$ cat config.mk
export PLATFORM = sky130hd
export DESIGN_NAME = microdvd_frame_shift_unit
export DESIGN_NICKNAME = d
export VERILOG_FILES = /design/src/rtl/core/mfs_pkg.sv /design/src/rtl/core/mfs_shift_calc.sv /design/src/rtl/core/mfs_front.sv /design/src/rtl/core/mfs_cmd_fifo.sv /design/src/rtl/core/mfs_back.sv /design/src/rtl/core/microdvd_frame_shift_unit.sv
export SDC_FILE = /design/constraint.sdc
export NUM_CORES = 2
export LEC_CHECK = 0
export ABC_AREA = 1
export BUFFER_PORTS_ARGS = -buffer_cell sky130_fd_sc_hd__buf_4
export CAP_MARGIN = 10
export CORE_MARGIN = 2
export CORE_UTILIZATION = 25
export CTS_BUF_LIST = sky130_fd_sc_hd__clkbuf_4 sky130_fd_sc_hd__clkbuf_8
export DETAILED_ROUTE_END_ITERATION = 10
export PLACE_DENSITY_LB_ADDON = 0.15
export SYNTH_ARGS = -nofsm -noshare
export SYNTH_HDL_FRONTEND = slang
export SYNTH_SLANG_ARGS = --single-unit
$ cat constraint.sdc
create_clock -name aclk -period 15.45 [get_ports aclk]
set_input_delay 4.635 -clock aclk [delete_from_list [all_inputs] [get_ports aclk]]
set_output_delay 4.635 -clock aclk [all_outputs]
set_load 0.05 [all_outputs]
$ cat src/rtl/core/mfs_pkg.sv
// Shared types, constants and helper functions of the MicroDVD frame shift unit.
// No dependencies; all files but mfs_cmd_fifo refer to it by scoped names.
`timescale 1ns / 1ps

package mfs_pkg;

    // Default values of the top-level parameters
    localparam int VALUE_BITS_DEF     = 32;
    localparam int MAX_OUT_DIGITS_DEF = 10;
    localparam int QUEUE_DEPTH_DEF    = 4;

    // Register fields
    localparam int DELAY_W = 27;
    localparam int RATE_W  = 10;
    localparam logic [RATE_W-1:0] RATE_RESET = 10'd25;

    // Frame shift = delay * rate / 1000. The divisor exceeds 2^9, so the
    // quotient needs nine bits less than the product.
    localparam int PROD_W    = DELAY_W + RATE_W;
    localparam int SHIFT_W   = PROD_W - 9;

    // Divide by 1000 as a shift by three (1000 = 8 * 125), then a multiply by
    // ceil(2^41 / 125) and a shift by 41; exact for any dividend below 2^34.
    localparam int                 DIV_PRE_SH = 3;
    localparam int                 QUO_IN_W   = PROD_W - DIV_PRE_SH;
    localparam int                 RECIP_W    = 35;
    localparam logic [RECIP_W-1:0] RECIP_125  = 35'd17592186045;
    localparam int                 RECIP_SH   = 41;

    // Register indexes, taken from paddr[2]
    localparam logic REG_DELAY_IDX = 1'b0;
    localparam logic REG_RATE_IDX  = 1'b1;

    // Characters
    localparam logic [7:0] CHAR_LBRACE = 8'h7B;
    localparam logic [7:0] CHAR_RBRACE = 8'h7D;
    localparam logic [7:0] CHAR_LF     = 8'h0A;
    localparam logic [7:0] CHAR_ZERO   = 8'h30;
    localparam logic [7:0] CHAR_NINE   = 8'h39;

    // Output pieces still owed for one command, in emission order
    typedef struct packed {
        logic pre;    // '{' of a brace that turned out not to open a field
        logic chr;    // the input byte itself
        logic post;   // '{' still pending at end of stream
        logic frm;    // a whole frame field: '{', digits, '}'
        logic nl;     // appended newline
    } pend_t;

    typedef struct packed {
        logic [7:0] ch;
        logic       last;
        pend_t      pend;
    } cmd_head_t;

    localparam int CMD_HEAD_W = $bits(cmd_head_t);

    // Saturation limit: min(2^vb - 1, 10^md - 1), evaluated at elaboration
    function automatic logic [63:0] value_cap(input int vb, input int md);
        logic [63:0] bin;
        logic [63:0] dec;
        bin = (64'd1 << vb) - 64'd1;
        dec = 64'd1;
        for (int i = 0; i < md; i++) begin
            dec = dec * 64'd10;
        end
        dec = dec - 64'd1;
        return (bin < dec) ? bin : dec;
    endfunction

    function automatic logic is_digit(input logic [7:0] c);
        return (c >= CHAR_ZERO) && (c <= CHAR_NINE);
    endfunction

endpackage

$ cat src/rtl/core/mfs_shift_calc.sv
// Frame shift calculator: one 27x10 multiply, then divide by 1000 as a shift by three
// and a reciprocal multiply for 125 in two half-width steps. Depends on mfs_pkg.
`timescale 1ns / 1ps

module mfs_shift_calc (
    input  logic                        aclk,
    input  logic                        aresetn,
    input  logic                        start_i,
    input  logic [mfs_pkg::DELAY_W-1:0] delay_i,
    input  logic [mfs_pkg::RATE_W-1:0]  rate_i,
    output logic [mfs_pkg::SHIFT_W-1:0] shift_o,
    output logic                        valid_o
);

    localparam int HALF_W = (mfs_pkg::QUO_IN_W + 1) / 2;
    localparam int PART_W = HALF_W + mfs_pkg::RECIP_W;
    localparam int ACC_W  = mfs_pkg::QUO_IN_W + mfs_pkg::RECIP_W;

    logic                          arm_reg;
    logic                          lo_reg;
    logic                          hi_reg;
    logic [mfs_pkg::QUO_IN_W-1:0]  quo_reg;
    logic [HALF_W-1:0]             half;
    logic [PART_W-1:0]             part;
    logic [ACC_W-1:0]              acc_reg;
    logic                          valid_reg;

    // low half of the dividend first, then the high half
    always_comb begin
        half = lo_reg ? quo_reg[HALF_W-1:0]
                      : HALF_W'(quo_reg[mfs_pkg::QUO_IN_W-1:HALF_W]);
        part = PART_W'(half) * PART_W'(mfs_pkg::RECIP_125);
    end

    always_ff @(posedge aclk) begin
        if (!aresetn) begin
            arm_reg   <= 1'b0;
            lo_reg    <= 1'b0;
            hi_reg    <= 1'b0;
            quo_reg   <= '0;
            acc_reg   <= '0;
            valid_reg <= 1'b1;
        end else if (start_i) begin
            // registers take the new value at this edge; multiply next cycle
            arm_reg   <= 1'b1;
            lo_reg    <= 1'b0;
            hi_reg    <= 1'b0;
            valid_reg <= 1'b0;
        end else if (arm_reg) begin
            arm_reg <= 1'b0;
            quo_reg <= mfs_pkg::QUO_IN_W'((mfs_pkg::PROD_W'(delay_i) *
                                           mfs_pkg::PROD_W'(rate_i)) >> mfs_pkg::DIV_PRE_SH);
            lo_reg  <= 1'b1;
        end else if (lo_reg) begin
            acc_reg <= ACC_W'(part);
            lo_reg  <= 1'b0;
            hi_reg  <= 1'b1;
        end else if (hi_reg) begin
            acc_reg   <= acc_reg + (ACC_W'(part) << HALF_W);
            hi_reg    <= 1'b0;
            valid_reg <= 1'b1;
        end
    end

    assign shift_o = acc_reg[mfs_pkg::RECIP_SH +: mfs_pkg::SHIFT_W];
    assign valid_o = valid_reg;

    a_valid_idle: assert property (@(posedge aclk) disable iff (!aresetn)
        valid_reg |-> !lo_reg && !hi_reg && !arm_reg)
        else $error("shift flagged valid while the divide is still running");

endmodule

$ cat src/rtl/core/mfs_front.sv
// Front end: accepts text bytes, tracks brace/field parsing and issues at most one
// output command per byte. Depends on mfs_pkg.
`timescale 1ns / 1ps

module mfs_front #(
    parameter int VALUE_BITS     = mfs_pkg::VALUE_BITS_DEF,
    parameter int MAX_OUT_DIGITS = mfs_pkg::MAX_OUT_DIGITS_DEF
) (
    input  logic                  aclk,
    input  logic                  aresetn,
    input  logic                  s_valid,
    output logic                  s_ready,
    input  logic [7:0]            s_in_char,
    input  logic                  s_in_last,
    input  logic                  full_i,
    output logic                  push_o,
    output mfs_pkg::cmd_head_t    head_o,
    output logic [VALUE_BITS-1:0] value_o
);

    localparam logic [VALUE_BITS-1:0] CAP =
        VALUE_BITS'(mfs_pkg::value_cap(VALUE_BITS, MAX_OUT_DIGITS));
    localparam int MW = VALUE_BITS + 4;

    typedef enum logic [2:0] {
        M_COPY  = 3'b001,
        M_BRACE = 3'b010,
        M_FRAME = 3'b100
    } mode_t;

    mode_t                 mode_reg, mode_next;
    logic [VALUE_BITS-1:0] value_reg, value_next;
    logic                  done_reg, done_next;
    logic                  lwn_reg, lwn_next;
    mfs_pkg::pend_t        pend;
    logic                  is_dig;
    logic [MW-1:0]         mul10;
    logic [VALUE_BITS-1:0] mul_sat;
    logic                  any_emit;
    logic                  lwn_cur;
    logic                  accept;

    assign s_ready = !full_i;
    assign accept  = s_valid && s_ready;

    always_comb begin
        mode_next  = mode_reg;
        value_next = value_reg;
        done_next  = done_reg;
        pend       = '0;
        is_dig     = mfs_pkg::is_digit(s_in_char);
        mul10      = ({4'b0, value_reg} << 3) + ({4'b0, value_reg} << 1)
                   + MW'(s_in_char[3:0]);
        mul_sat    = (mul10 > MW'(CAP)) ? CAP : mul10[VALUE_BITS-1:0];

        case (mode_reg)
            M_BRACE: begin
                if (is_dig) begin
                    mode_next  = M_FRAME;
                    value_next = VALUE_BITS'(s_in_char[3:0]);
                    done_next  = 1'b0;
                end else begin
                    pend.pre = 1'b1;
                    if (s_in_char == mfs_pkg::CHAR_LBRACE) begin
                        mode_next = M_BRACE;
                    end else begin
                        pend.chr  = 1'b1;
                        mode_next = M_COPY;
                    end
                end
            end
            M_FRAME: begin
                if (s_in_char == mfs_pkg::CHAR_RBRACE) begin
                    pend.frm  = 1'b1;
                    mode_next = M_COPY;
                end else if (!done_reg && is_dig) begin
                    value_next = mul_sat;
                end else begin
                    done_next = 1'b1;
                end
            end
            default: begin
                if (s_in_char == mfs_pkg::CHAR_LBRACE) begin
                    mode_next = M_BRACE;
                end else begin
                    pend.chr = 1'b1;
                end
            end
        endcase

        // end of stream: flush a pending brace or an open field
        if (s_in_last) begin
            if (mode_next == M_BRACE) begin
                pend.post = 1'b1;
            end else if (mode_next == M_FRAME) begin
                pend.frm = 1'b1;
            end
        end

        any_emit = pend.pre || pend.chr || pend.post || pend.frm;
        lwn_cur  = any_emit ? (pend.chr && !pend.post && !pend.frm &&
                               (s_in_char == mfs_pkg::CHAR_LF))
                            : lwn_reg;
        pend.nl  = s_in_last && !lwn_cur;

        if (s_in_last) begin
            mode_next = M_COPY;
            lwn_next  = 1'b0;
        end else begin
            lwn_next  = lwn_cur;
        end
    end

    // value_reg is reloaded on every field entry, so it needs no reset
    always_ff @(posedge aclk) begin
        if (!aresetn) begin
            mode_reg <= M_COPY;
            done_reg <= 1'b0;
            lwn_reg  <= 1'b0;
        end else if (accept) begin
            mode_reg <= mode_next;
            done_reg <= done_next;
            lwn_reg  <= lwn_next;
        end
    end

    always_ff @(posedge aclk) begin
        if (accept) begin
            value_reg <= value_next;
        end
    end

    assign push_o      = accept && (pend != '0);
    assign head_o.ch   = s_in_char;
    assign head_o.last = s_in_last;
    assign head_o.pend = pend;
    assign value_o     = value_next;

endmodule

$ cat src/rtl/core/mfs_cmd_fifo.sv
// Short command queue between front and back end, held in flip-flops.
// Depends on nothing but its parameters.
`timescale 1ns / 1ps

module mfs_cmd_fifo #(
    parameter int WIDTH = 8,
    parameter int DEPTH = 4
) (
    input  logic             aclk,
    input  logic             aresetn,
    input  logic             push_i,
    input  logic [WIDTH-1:0] wr_data_i,
    input  logic             pop_i,
    output logic [WIDTH-1:0] rd_data_o,
    output logic             not_empty_o,
    output logic             full_o
);

    localparam int PTR_W = (DEPTH > 1) ? $clog2(DEPTH) : 1;
    localparam int CNT_W = $clog2(DEPTH + 1);

    logic [WIDTH-1:0] mem_reg [DEPTH];
    logic [PTR_W-1:0] wr_ptr_reg, rd_ptr_reg;
    logic [CNT_W-1:0] count_reg;

    function automatic logic [PTR_W-1:0] ptr_inc(input logic [PTR_W-1:0] p);
        return (p == PTR_W'(DEPTH - 1)) ? '0 : p + PTR_W'(1);
    endfunction

    always_ff @(posedge aclk) begin
        if (!aresetn) begin
            wr_ptr_reg <= '0;
            rd_ptr_reg <= '0;
            count_reg  <= '0;
        end else begin
            if (push_i) begin
                wr_ptr_reg <= ptr_inc(wr_ptr_reg);
            end
            if (pop_i) begin
                rd_ptr_reg <= ptr_inc(rd_ptr_reg);
            end
            if (push_i && !pop_i) begin
                count_reg <= count_reg + CNT_W'(1);
            end else if (pop_i && !push_i) begin
                count_reg <= count_reg - CNT_W'(1);
            end
        end
    end

    always_ff @(posedge aclk) begin
        if (push_i) begin
            mem_reg[wr_ptr_reg] <= wr_data_i;
        end
    end

    assign rd_data_o   = mem_reg[rd_ptr_reg];
    assign not_empty_o = count_reg != '0;
    assign full_o      = count_reg == CNT_W'(DEPTH);

    a_no_pop_empty: assert property (@(posedge aclk) disable iff (!aresetn)
        pop_i |-> count_reg != '0)
        else $error("command queue popped while empty");

    a_no_overflow: assert property (@(posedge aclk) disable iff (!aresetn)
        (push_i && !pop_i) |-> count_reg != CNT_W'(DEPTH))
        else $error("command queue written while full");

endmodule

$ cat src/rtl/core/mfs_back.sv
// Back end: expands queued commands into output bytes, with a shift-add-3
// binary to decimal converter for frame fields. Depends on mfs_pkg.
`timescale 1ns / 1ps

module mfs_back #(
    parameter int VALUE_BITS     = mfs_pkg::VALUE_BITS_DEF,
    parameter int MAX_OUT_DIGITS = mfs_pkg::MAX_OUT_DIGITS_DEF
) (
    input  logic                        aclk,
    input  logic                        aresetn,
    input  logic                        cmd_valid_i,
    output logic                        pop_o,
    input  mfs_pkg::cmd_head_t          head_i,
    input  logic [VALUE_BITS-1:0]       value_i,
    input  logic [mfs_pkg::SHIFT_W-1:0] shift_i,
    input  logic                        shift_valid_i,
    output logic                        m_valid,
    input  logic                        m_ready,
    output logic [7:0]                  m_out_char,
    output logic                        m_run_end,
    output logic                        m_stream_end
);

    localparam logic [VALUE_BITS-1:0] CAP =
        VALUE_BITS'(mfs_pkg::value_cap(VALUE_BITS, MAX_OUT_DIGITS));
    localparam int ADD_W = ((VALUE_BITS > mfs_pkg::SHIFT_W) ? VALUE_BITS
                                                            : mfs_pkg::SHIFT_W) + 1;
    localparam int CNT_W = $clog2(VALUE_BITS + 1);
    localparam int DIG_W = $clog2(MAX_OUT_DIGITS);
    localparam int BCD_W = MAX_OUT_DIGITS * 4;

    typedef enum logic [5:0] {
        S_IDLE   = 6'b000001,
        S_EMIT   = 6'b000010,
        S_CONV   = 6'b000100,
        S_OPEN   = 6'b001000,
        S_DIGITS = 6'b010000,
        S_CLOSE  = 6'b100000
    } state_t;

    state_t                              state_reg, state_next;
    mfs_pkg::cmd_head_t                  cmd_reg, cmd_next;
    logic [VALUE_BITS-1:0]               val_reg, val_next;
    logic [MAX_OUT_DIGITS-1:0][3:0]      bcd_reg, bcd_next, adj;
    logic [BCD_W-1:0]                    adj_flat;
    logic [VALUE_BITS-1:0]               bin_reg, bin_next;
    logic [CNT_W-1:0]                    cnt_reg, cnt_next;
    logic [DIG_W-1:0]                    dig_reg, dig_next, top_dig;
    logic [ADD_W-1:0]                    sum_full;
    logic [VALUE_BITS-1:0]               sum_sat;
    mfs_pkg::pend_t                      rest;
    logic                                out_free;
    logic                                emit, emit_last, fetch;
    logic [7:0]                          emit_char;
    logic                                m_valid_reg;
    logic [7:0]                          m_char_reg;
    logic                                m_run_end_reg, m_stream_end_reg;

    assign out_free = !m_valid_reg || m_ready;

    // saturating shifted value
    always_comb begin
        sum_full = ADD_W'(val_reg) + ADD_W'(shift_i);
        sum_sat  = (sum_full > ADD_W'(CAP)) ? CAP : sum_full[VALUE_BITS-1:0];
    end

    // add-3 per digit, and the most significant non-zero digit
    always_comb begin
        top_dig = '0;
        for (int i = 0; i < MAX_OUT_DIGITS; i++) begin
            adj[i] = (bcd_reg[i] >= 4'd5) ? bcd_reg[i] + 4'd3 : bcd_reg[i];
            if (bcd_reg[i] != 4'd0) begin
                top_dig = DIG_W'(i);
            end
        end
        adj_flat = adj;
    end

    always_comb begin
        state_next = state_reg;
        cmd_next   = cmd_reg;
        val_next   = val_reg;
        bcd_next   = bcd_reg;
        bin_next   = bin_reg;
        cnt_next   = cnt_reg;
        dig_next   = dig_reg;
        rest       = cmd_reg.pend;
        emit       = 1'b0;
        emit_char  = mfs_pkg::CHAR_LF;
        emit_last  = 1'b0;
        fetch      = 1'b0;
        pop_o      = 1'b0;

        case (state_reg)
            S_IDLE: begin
                fetch = 1'b1;
            end
            S_EMIT: begin
                if (cmd_reg.pend.frm && !cmd_reg.pend.pre && !cmd_reg.pend.chr &&
                    !cmd_reg.pend.post) begin
                    // field: wait for the shift, then start the conversion
                    if (shift_valid_i) begin
                        bcd_next   = '0;
                        bin_next   = sum_sat;
                        cnt_next   = CNT_W'(VALUE_BITS);
                        state_next = S_CONV;
                    end
                end else if (out_free) begin
                    emit = 1'b1;
                    if (cmd_reg.pend.pre) begin
                        emit_char = mfs_pkg::CHAR_LBRACE;
                        rest.pre  = 1'b0;
                    end else if (cmd_reg.pend.chr) begin
                        emit_char = cmd_reg.ch;
                        rest.chr  = 1'b0;
                    end else if (cmd_reg.pend.post) begin
                        emit_char = mfs_pkg::CHAR_LBRACE;
                        rest.post = 1'b0;
                    end else begin
                        emit_char = mfs_pkg::CHAR_LF;
                        rest.nl   = 1'b0;
                    end
                    cmd_next.pend = rest;
                    if (rest == '0) begin
                        emit_last = 1'b1;
                        fetch     = 1'b1;
                    end
                end
            end
            S_CONV: begin
                bcd_next = {adj_flat[BCD_W-2:0], bin_reg[VALUE_BITS-1]};
                bin_next = {bin_reg[VALUE_BITS-2:0], 1'b0};
                cnt_next = cnt_reg - CNT_W'(1);
                if (cnt_reg == CNT_W'(1)) begin
                    state_next = S_OPEN;
                end
            end
            S_OPEN: begin
                if (out_free) begin
                    emit       = 1'b1;
                    emit_char  = mfs_pkg::CHAR_LBRACE;
                    dig_next   = top_dig;
                    state_next = S_DIGITS;
                end
            end
            S_DIGITS: begin
                if (out_free) begin
                    emit      = 1'b1;
                    emit_char = mfs_pkg::CHAR_ZERO + {4'b0, bcd_reg[dig_reg]};
                    if (dig_reg == '0) begin
                        state_next = S_CLOSE;
                    end else begin
                        dig_next = dig_reg - DIG_W'(1);
                    end
                end
            end
            S_CLOSE: begin
                if (out_free) begin
                    emit          = 1'b1;
                    emit_char     = mfs_pkg::CHAR_RBRACE;
                    rest.frm      = 1'b0;
                    cmd_next.pend = rest;
                    if (rest == '0) begin
                        emit_last = 1'b1;
                        fetch     = 1'b1;
                    end else begin
                        state_next = S_EMIT;
                    end
                end
            end
            default: begin
                state_next = S_IDLE;
            end
        endcase

        // take the next command as soon as the current one is done
        if (fetch) begin
            if (cmd_valid_i) begin
                pop_o      = 1'b1;
                cmd_next   = head_i;
                val_next   = value_i;
                state_next = S_EMIT;
            end else begin
                state_next = S_IDLE;
            end
        end
    end

    always_ff @(posedge aclk) begin
        if (!aresetn) begin
            state_reg   <= S_IDLE;
            m_valid_reg <= 1'b0;
        end else begin
            state_reg <= state_next;
            if (emit) begin
                m_valid_reg <= 1'b1;
            end else if (m_ready) begin
                m_valid_reg <= 1'b0;
            end
        end
    end

    always_ff @(posedge aclk) begin
        cmd_reg <= cmd_next;
        val_reg <= val_next;
        bcd_reg <= bcd_next;
        bin_reg <= bin_next;
        cnt_reg <= cnt_next;
        dig_reg <= dig_next;
        if (emit) begin
            m_char_reg       <= emit_char;
            m_run_end_reg    <= emit_last;
            m_stream_end_reg <= emit_last && cmd_reg.last;
        end
    end

    assign m_valid      = m_valid_reg;
    assign m_out_char   = m_char_reg;
    assign m_run_end    = m_run_end_reg;
    assign m_stream_end = m_stream_end_reg;

    a_stream_end_closes_run: assert property (@(posedge aclk) disable iff (!aresetn)
        (m_valid_reg && m_stream_end_reg) |-> m_run_end_reg)
        else $error("stream end flagged on a byte that does not end its run");

    a_conv_drained: assert property (@(posedge aclk) disable iff (!aresetn)
        (state_reg == S_OPEN) |-> (bin_reg == '0))
        else $error("decimal conversion left binary bits unshifted");

    a_conv_exit: assert property (@(posedge aclk) disable iff (!aresetn)
        (state_reg == S_CONV) |=> (state_reg == S_CONV) || (state_reg == S_OPEN))
        else $error("conversion left for a state other than field open");

endmodule

$ cat src/rtl/core/microdvd_frame_shift_unit.sv
// MicroDVD frame shift unit: plain bytes go in and out at one transfer per cycle unless a field
// or output back-pressure holds the back end; each passes the command queue, the back end's
// command register and the output register. A queue of QUEUE_DEPTH commands decouples sides.
// A field waits for a valid shift, then converts to decimal (shift-add-3, one bit per cycle) and
// emits '{', digits, '}' and an optional newline. A register write recomputes the shift by one
// multiply and two reciprocal partial products. Synchronous active-low reset clears control.
`timescale 1ns / 1ps

module microdvd_frame_shift_unit #(
    parameter int VALUE_BITS     = mfs_pkg::VALUE_BITS_DEF,
    parameter int MAX_OUT_DIGITS = mfs_pkg::MAX_OUT_DIGITS_DEF,
    parameter int QUEUE_DEPTH    = mfs_pkg::QUEUE_DEPTH_DEF
) (
    input  logic        aclk,
    input  logic        aresetn,
    // input byte channel
    input  logic        s_valid,
    output logic        s_ready,
    input  logic [7:0]  s_in_char,
    input  logic        s_in_last,
    // output byte channel
    output logic        m_valid,
    input  logic        m_ready,
    output logic [7:0]  m_out_char,
    output logic        m_run_end,
    output logic        m_stream_end,
    // register port
    input  logic        psel,
    input  logic        penable,
    input  logic        pwrite,
    input  logic [2:0]  paddr,
    input  logic [31:0] pwdata,
    output logic [31:0] prdata,
    output logic        pready
);

    localparam int FIFO_W = mfs_pkg::CMD_HEAD_W + VALUE_BITS;

    // ------------------------------------------------------------------
    // Registers: delay_ms at 0x0, frame_rate at 0x4. Writes complete in
    // the access phase; pready is tied high so there are no wait states.
    // ------------------------------------------------------------------
    logic [mfs_pkg::DELAY_W-1:0] delay_reg;
    logic [mfs_pkg::RATE_W-1:0]  rate_reg;
    logic                        cfg_wr;

    assign pready = 1'b1;
    assign cfg_wr = psel && penable && pwrite;

    always_ff @(posedge aclk) begin
        if (!aresetn) begin
            delay_reg <= '0;
            rate_reg  <= mfs_pkg::RATE_RESET;
        end else if (cfg_wr) begin
            case (paddr[2])
                mfs_pkg::REG_DELAY_IDX: delay_reg <= pwdata[mfs_pkg::DELAY_W-1:0];
                mfs_pkg::REG_RATE_IDX:  rate_reg  <= pwdata[mfs_pkg::RATE_W-1:0];
                default: ;
            endcase
        end
    end

    always_comb begin
        case (paddr[2])
            mfs_pkg::REG_DELAY_IDX: prdata = 32'(delay_reg);
            mfs_pkg::REG_RATE_IDX:  prdata = 32'(rate_reg);
            default:                prdata = '0;
        endcase
    end

    // ------------------------------------------------------------------
    // Shift in frames, recomputed after every register write
    // ------------------------------------------------------------------
    logic [mfs_pkg::SHIFT_W-1:0] shift;
    logic                        shift_valid;

    mfs_shift_calc u_shift (
        .aclk    (aclk),
        .aresetn (aresetn),
        .start_i (cfg_wr),
        .delay_i (delay_reg),
        .rate_i  (rate_reg),
        .shift_o (shift),
        .valid_o (shift_valid)
    );

    // ------------------------------------------------------------------
    // Front end: parsing, at most one command per input transfer
    // ------------------------------------------------------------------
    logic                  push;
    logic                  fifo_full;
    mfs_pkg::cmd_head_t    wr_head;
    logic [VALUE_BITS-1:0] wr_value;

    mfs_front #(
        .VALUE_BITS     (VALUE_BITS),
        .MAX_OUT_DIGITS (MAX_OUT_DIGITS)
    ) u_front (
        .aclk      (aclk),
        .aresetn   (aresetn),
        .s_valid   (s_valid),
        .s_ready   (s_ready),
        .s_in_char (s_in_char),
        .s_in_last (s_in_last),
        .full_i    (fifo_full),
        .push_o    (push),
        .head_o    (wr_head),
        .value_o   (wr_value)
    );

    // ------------------------------------------------------------------
    // Command queue
    // ------------------------------------------------------------------
    logic [FIFO_W-1:0]     rd_data;
    logic                  cmd_valid;
    logic                  pop;
    mfs_pkg::cmd_head_t    rd_head;
    logic [VALUE_BITS-1:0] rd_value;

    mfs_cmd_fifo #(
        .WIDTH (FIFO_W),
        .DEPTH (QUEUE_DEPTH)
    ) u_fifo (
        .aclk        (aclk),
        .aresetn     (aresetn),
        .push_i      (push),
        .wr_data_i   ({wr_head, wr_value}),
        .pop_i       (pop),
        .rd_data_o   (rd_data),
        .not_empty_o (cmd_valid),
        .full_o      (fifo_full)
    );

    assign rd_head  = mfs_pkg::cmd_head_t'(rd_data[FIFO_W-1 -: mfs_pkg::CMD_HEAD_W]);
    assign rd_value = rd_data[VALUE_BITS-1:0];

    // ------------------------------------------------------------------
    // Back end: byte expansion into the output register
    // ------------------------------------------------------------------
    mfs_back #(
        .VALUE_BITS     (VALUE_BITS),
        .MAX_OUT_DIGITS (MAX_OUT_DIGITS)
    ) u_back (
        .aclk          (aclk),
        .aresetn       (aresetn),
        .cmd_valid_i   (cmd_valid),
        .pop_o         (pop),
        .head_i        (rd_head),
        .value_i       (rd_value),
        .shift_i       (shift),
        .shift_valid_i (shift_valid),
        .m_valid       (m_valid),
        .m_ready       (m_ready),
        .m_out_char    (m_out_char),
        .m_run_end     (m_run_end),
        .m_stream_end  (m_stream_end)
    );

endmodule

### After elaboration in Yosys (flattened, before gate mapping)

Memory sizes are Yosys's and may differ from the RTL's. A register that Yosys moved wholly into a read port is not among the register bits.
Cells that the tools add are included.

| word-level totals | value |
|---|---|
| register bits | 333 |
| memory bits (writable) | 184 |
| input port bits | 51 |
| memories kept | 1 |

Memory list:

| memory | words | width | read ports | clocked after memory_dff | write ports | line | RTL |
|---|---|---|---|---|---|---|---|
| u_fifo.mem_reg | 4 | 46 | 1 | 1 | 1 | mfs_cmd_fifo.sv:22 | `logic [WIDTH-1:0] mem_reg [DEPTH];` |

| operators by class | value |
|---|---|
| add/subtract/negate cells | 21 |
| multipliers | 2 |
| order comparisons | 15 |
| equal/unequal tests | 36 |
| multiplexer cells | 135 |
| bitwise operators | 4 |
| reduce and logical (&&, ||, !) cells | 64 |

Operators with widths:

| kind | count |
|---|---|
| 32-bit two-way mux | 7 |
| 32-bit case mux with 2 select lines | 3 |
| 69-bit two-way mux | 2 |
| 40-bit two-way mux | 2 |
| 40-bit case mux with 2 select lines | 1 |
| 69-bit adder | 1 |
| 6-bit two-way mux | 11 |
| 4-bit two-way mux | 15 |
| 17-bit by 35-bit multiplier with 52-bit output (second input constant) | 1 |
| 1-bit two-way mux | 43 |
| 4-bit by 3-bit greater-or-equal comparator with 1-bit output (second input constant) | 10 |
| 8-bit two-way mux | 5 |
| 27-bit by 10-bit multiplier with 37-bit output | 1 |
| 35-bit by 33-bit adder with 36-bit output | 1 |
| 36-bit by 4-bit adder with 36-bit output | 1 |
| 4-bit by 2-bit adder with 4-bit output (second input constant) | 9 |
| 36-bit by 32-bit greater-than comparator with 1-bit output (second input constant) | 1 |
| 6-bit case mux with 6 select lines | 1 |
| 4-bit nonzero test | 9 |
| 32-bit by 28-bit adder with 33-bit output | 1 |
| 33-bit by 32-bit greater-than comparator with 1-bit output (second input constant) | 1 |
| 3-bit two-way mux | 11 |
| 8-bit case mux with 4 select lines | 1 |
| 2-bit two-way mux | 15 |
| other kinds (51) | 124 |

### Logic depth before layout (Yosys ltp)

| depth | value |
|---|---|
| depth in word-level cells | 21 |
| gate-level depth with buffers | 43 |

### Hierarchy

From an unflattened synthesis, not the netlist that was laid out.

| second synthesis, totals | value |
|---|---|
| cells, all modules | 6893 |
| area total of the unflattened synthesis | 51363.0 sq um |

By module, submodules not included:

| module | times used | cells each | area each (sq um) | seq. area each (sq um) |
|---|---|---|---|---|
| mfs_shift_calc | 1 | 4048 | 27332.5 | 1801.7 |
| mfs_back | 1 | 1216 | 9537.9 | 4234.1 |
| mfs_cmd_fifo | 1 | 505 | 7283.2 | 5705.5 |
| mfs_front | 1 | 818 | 5185.0 | 1061.0 |
| microdvd_frame_shift_unit | 1 | 306 | 2024.4 | 740.7 |

### Worst setup path before layout

No wires, ideal clock.

| timing | value |
|---|---|
| path type | input -> output |
| start point | input port paddr[2] |
| end point | output port prdata[16] |
| data arrival time | 5701 ps |
| data required time | 10815 ps |
| path slack | 5114 ps |
| stages | 3 |
| buffers on the path | 2 |
| cell sequence | clkbuf_1 > buf_1 > nor2_1 |

| on the way | value |
|---|---|
| word-level cells in the longest chain between the ends | 2 |

Ends and longest elaborated chain:

| element | line | RTL |
|---|---|---|
| from (decl) | microdvd_frame_shift_unit.sv:31 | `input logic [2:0] paddr,` |
| 1-bit inverter (no source line) | - |  |
| 32-bit case mux with 2 select lines (*) | microdvd_frame_shift_unit.sv:64 | `case (paddr[2])` |
| to (decl) | microdvd_frame_shift_unit.sv:33 | `output logic [31:0] prdata,` |

Every way passes the cells marked *; elsewhere a longest branch is shown, timed or not. The select of a mux whose other input is x is not followed.

### Worst setup path in the final report

| timing | value |
|---|---|
| start point | input port paddr[2] |
| end point | output port prdata[2] |

The elaborated chain is that of the path after synthesis.

==> impl_metrics.env <==
export IMPL_status="finished, final reports clean"
export IMPL_cts_resized=0
export IMPL_endpoint_kind="primary output"
export IMPL_largest_reg_flops=184
export IMPL_slew_headroom=0.207
export IMPL_cts_setup_buffers=0
export IMPL_n_fill_cell=21729
export IMPL_hold_path_class="reg -> reg"
export IMPL_crit_chain="buf_4 > inv_1 > nand2_1 > nand2_1 > buf_4"
export IMPL_clock_sinks=502
export IMPL_grt_util_all_layers=0.160
export IMPL_tightest_slew_ns=1.19
export IMPL_drtIter0Drc=2718
export IMPL_finalInstanceArea_mm2=0.0556
export IMPL_setup_viol=0
export IMPL_hpwl_um=128000
export IMPL_min_period_over_period=0.660
export IMPL_fin_nets=7545
export IMPL_gp_congestion=0.894
export IMPL_setup_tns_ns=0
export IMPL_viasPerCell=4.49
export IMPL_route_met3_wl_um=6020
export IMPL_max_cap_viol_count=0
export IMPL_core_mm2=0.199
export IMPL_syn_area_mm2=0.0500
export IMPL_synth_area_per_cell_um2=7.54
export IMPL_row_count=164
export IMPL_powerDensity_mw_per_mm2=103
export IMPL_first_pass_iters=5
export IMPL_ys_seq_elements=502
export IMPL_highest_layer="met5"
export IMPL_ir_worst_vdd_v=0.000167
export IMPL_htree_levels=3
export IMPL_critPathLaunchType="input port"
export IMPL_crit_fanout=29
export IMPL_grt_pass1_wl_um=254000
export IMPL_wl_met2_um=74500
export IMPL_critPathArrivalTime_ns=5.56
export IMPL_final_common_cell="nand2_1"
export IMPL_synthFlopType="edfxtp_1"
export IMPL_crit_required_ns=10.82
export IMPL_cts_clk_slew_worst_paths_ns=0.06
export IMPL_ys_types=59
export IMPL_grt_pass1_vias=42471
export IMPL_rsz0062_at_grt="false"
export IMPL_initial_core_util=0.251
export IMPL_die_x_um=451
export IMPL_cts_buffers_inserted=98
export IMPL_crit_path_top_delay_cell="buf_4"
export IMPL_clockBufferDepth=3
export IMPL_pin_count=96
export IMPL_clock_latency_ns=0.86
export IMPL_drc_errors=0
export IMPL_grt_max_degree=89
export IMPL_wl_um=164000
export IMPL_met1_length_um=80500
export IMPL_ys_warn_count=0
export IMPL_worst_setup_path_type="in -> out"
export IMPL_wl_per_cell_um=17.4
export IMPL_hold_viol=0
export IMPL_cts_hold_buf=0
export IMPL_port_buffers=82
export IMPL_leakagePower_uw=0.0270
export IMPL_final_cell_mix="1502 x nand2_1, 1300 x inv_1, 643 x nor2_1"
export IMPL_dieArea_mm2=0.204
export IMPL_synth_top_area_cell="edfxtp_1"
export IMPL_place_area_mm2=0.0535
export IMPL_drtAntennaViolNets=0
export IMPL_slowest_delay_ns=0.28
export IMPL_synth_area_leaders="edfxtp_1 21%, fa_1 15%, nand2_1 11%"
export IMPL_root_buffer="clkbuf_8"
export IMPL_die_h_um=451
export IMPL_synth_top_area_share=0.210
export IMPL_syn_to_final_growth_pct=11.2
export IMPL_ys_seq_area_frac=0.271
export IMPL_clock_fmax_mhz=98.1
export IMPL_cts_tree="built"
export IMPL_maxSlewViolCount=0
export IMPL_layout_drive_gt1_share=0.0655
export IMPL_grt_overflow=0
export IMPL_period_needed_ns=10.19
export IMPL_synth_async_reset_ratio=0
export IMPL_via_count=42254
export IMPL_syn_inst=6628
export IMPL_antenna_found_initial=7
export IMPL_fin_worst_skew_ns=0.0939
export IMPL_synth_edf_count=349
cells in the mapped netlist, types with 58 or more instances:
master,number
a21oi_1,383
fa_1,385
nor2_1,647
inv_1,1306
edfxtp_1,349
dfxtp_1,153
clkbuf_1,141
nand2_1,1502
o21ai_0,388
nand3_1,315
nand4_1,58
ha_1,434
critical path: cells and delay by family:
kind / cells / cell delay, ns
AND/OR/NAND/NOR: 2 / 0.19
buffers and inverters: 3 / 0.72
where the power goes:
group | switching (uW) | leakage [uW] | total (uW) | internal, uW
combinational | 1730 | 0.0214 | 2490 | 760
clock | 664 | 0.00107 | 1420 | 753
sequential | 122 | 0.00447 | 1840 | 1720
total | 2520 | 0.0270 | 5750 | 3230
layout make-up:
| class | count | area (um2) | share of cell area |
|---|---|---|---|
| diodes | 2 | 5.00 | 0.0000900 |
| clock buffers | 135 | 1690 | 0.0304 |
| clock inverters | 43 | 340 | 0.00612 |
| inverters | 1320 | 4960 | 0.0892 |
| multi-input cells | 4627 | 30800 | 0.553 |
| flip-flops and latches | 502 | 13500 | 0.244 |
| well taps | 2656 | 3320 | 0.0598 |
| repair buffers | 126 | 958 | 0.0172 |
stage by stage:
stage / std cells / power, uW / hold WS, ns / setup slack (ns) / util
2_1_floorplan: 6632 / 3580 / 0.437 / 5.11 / -
5_1_grt: 9411 / 6220 / 0.494 / 4.95 / 0.279
3_3_place_gp: 9227 / 4390 / 0.456 / 5.23 / 0.269
4_1_cts: 9406 / 5850 / 0.473 / 5.22 / 0.279
6_report: 9411 / 5750 / 0.469 / 5.26 / 0.279
3_5_place_dp: 9228 / 4390 / 0.464 / 5.23 / 0.269
cell families (layout without fill, tap and decap cells):
family                     count (synthesis)  after routing  share of synthesized area
and+or+nand+nor                         2746           2746                      0.231
buffers and inverters                   1503           1624                      0.115
AOI/OAI and AO/OA                        975            975                      0.106
adders and majority gates                819            819                      0.263
DFF                                      502            502                      0.271
xor gates and xnor gates                  81             81                     0.0142
other                                      2              8                   0.000150
metal layers:
metal  GRT usage  vias to the layer above
li1            -                    21124
met1       0.225                    20314
met2       0.266                      676
met3      0.0163                      138
met4      0.0321                        2
met5           0                        -
path summary, 6_finish.rpt:
kind,startpoint,endpoint,slack (ns),depth (start not counted)
min reg2reg,u_shift.acc_reg[17],u_shift.acc_reg[17],0.47,2
max,paddr[2],prdata[2],5.26,5
min,u_shift.acc_reg[17],u_shift.acc_reg[17],0.47,2
max reg2reg,u_shift.lo_reg,u_shift.acc_reg[64],5.51,35
Note: power is estimated with default switching activity, not from simulation.
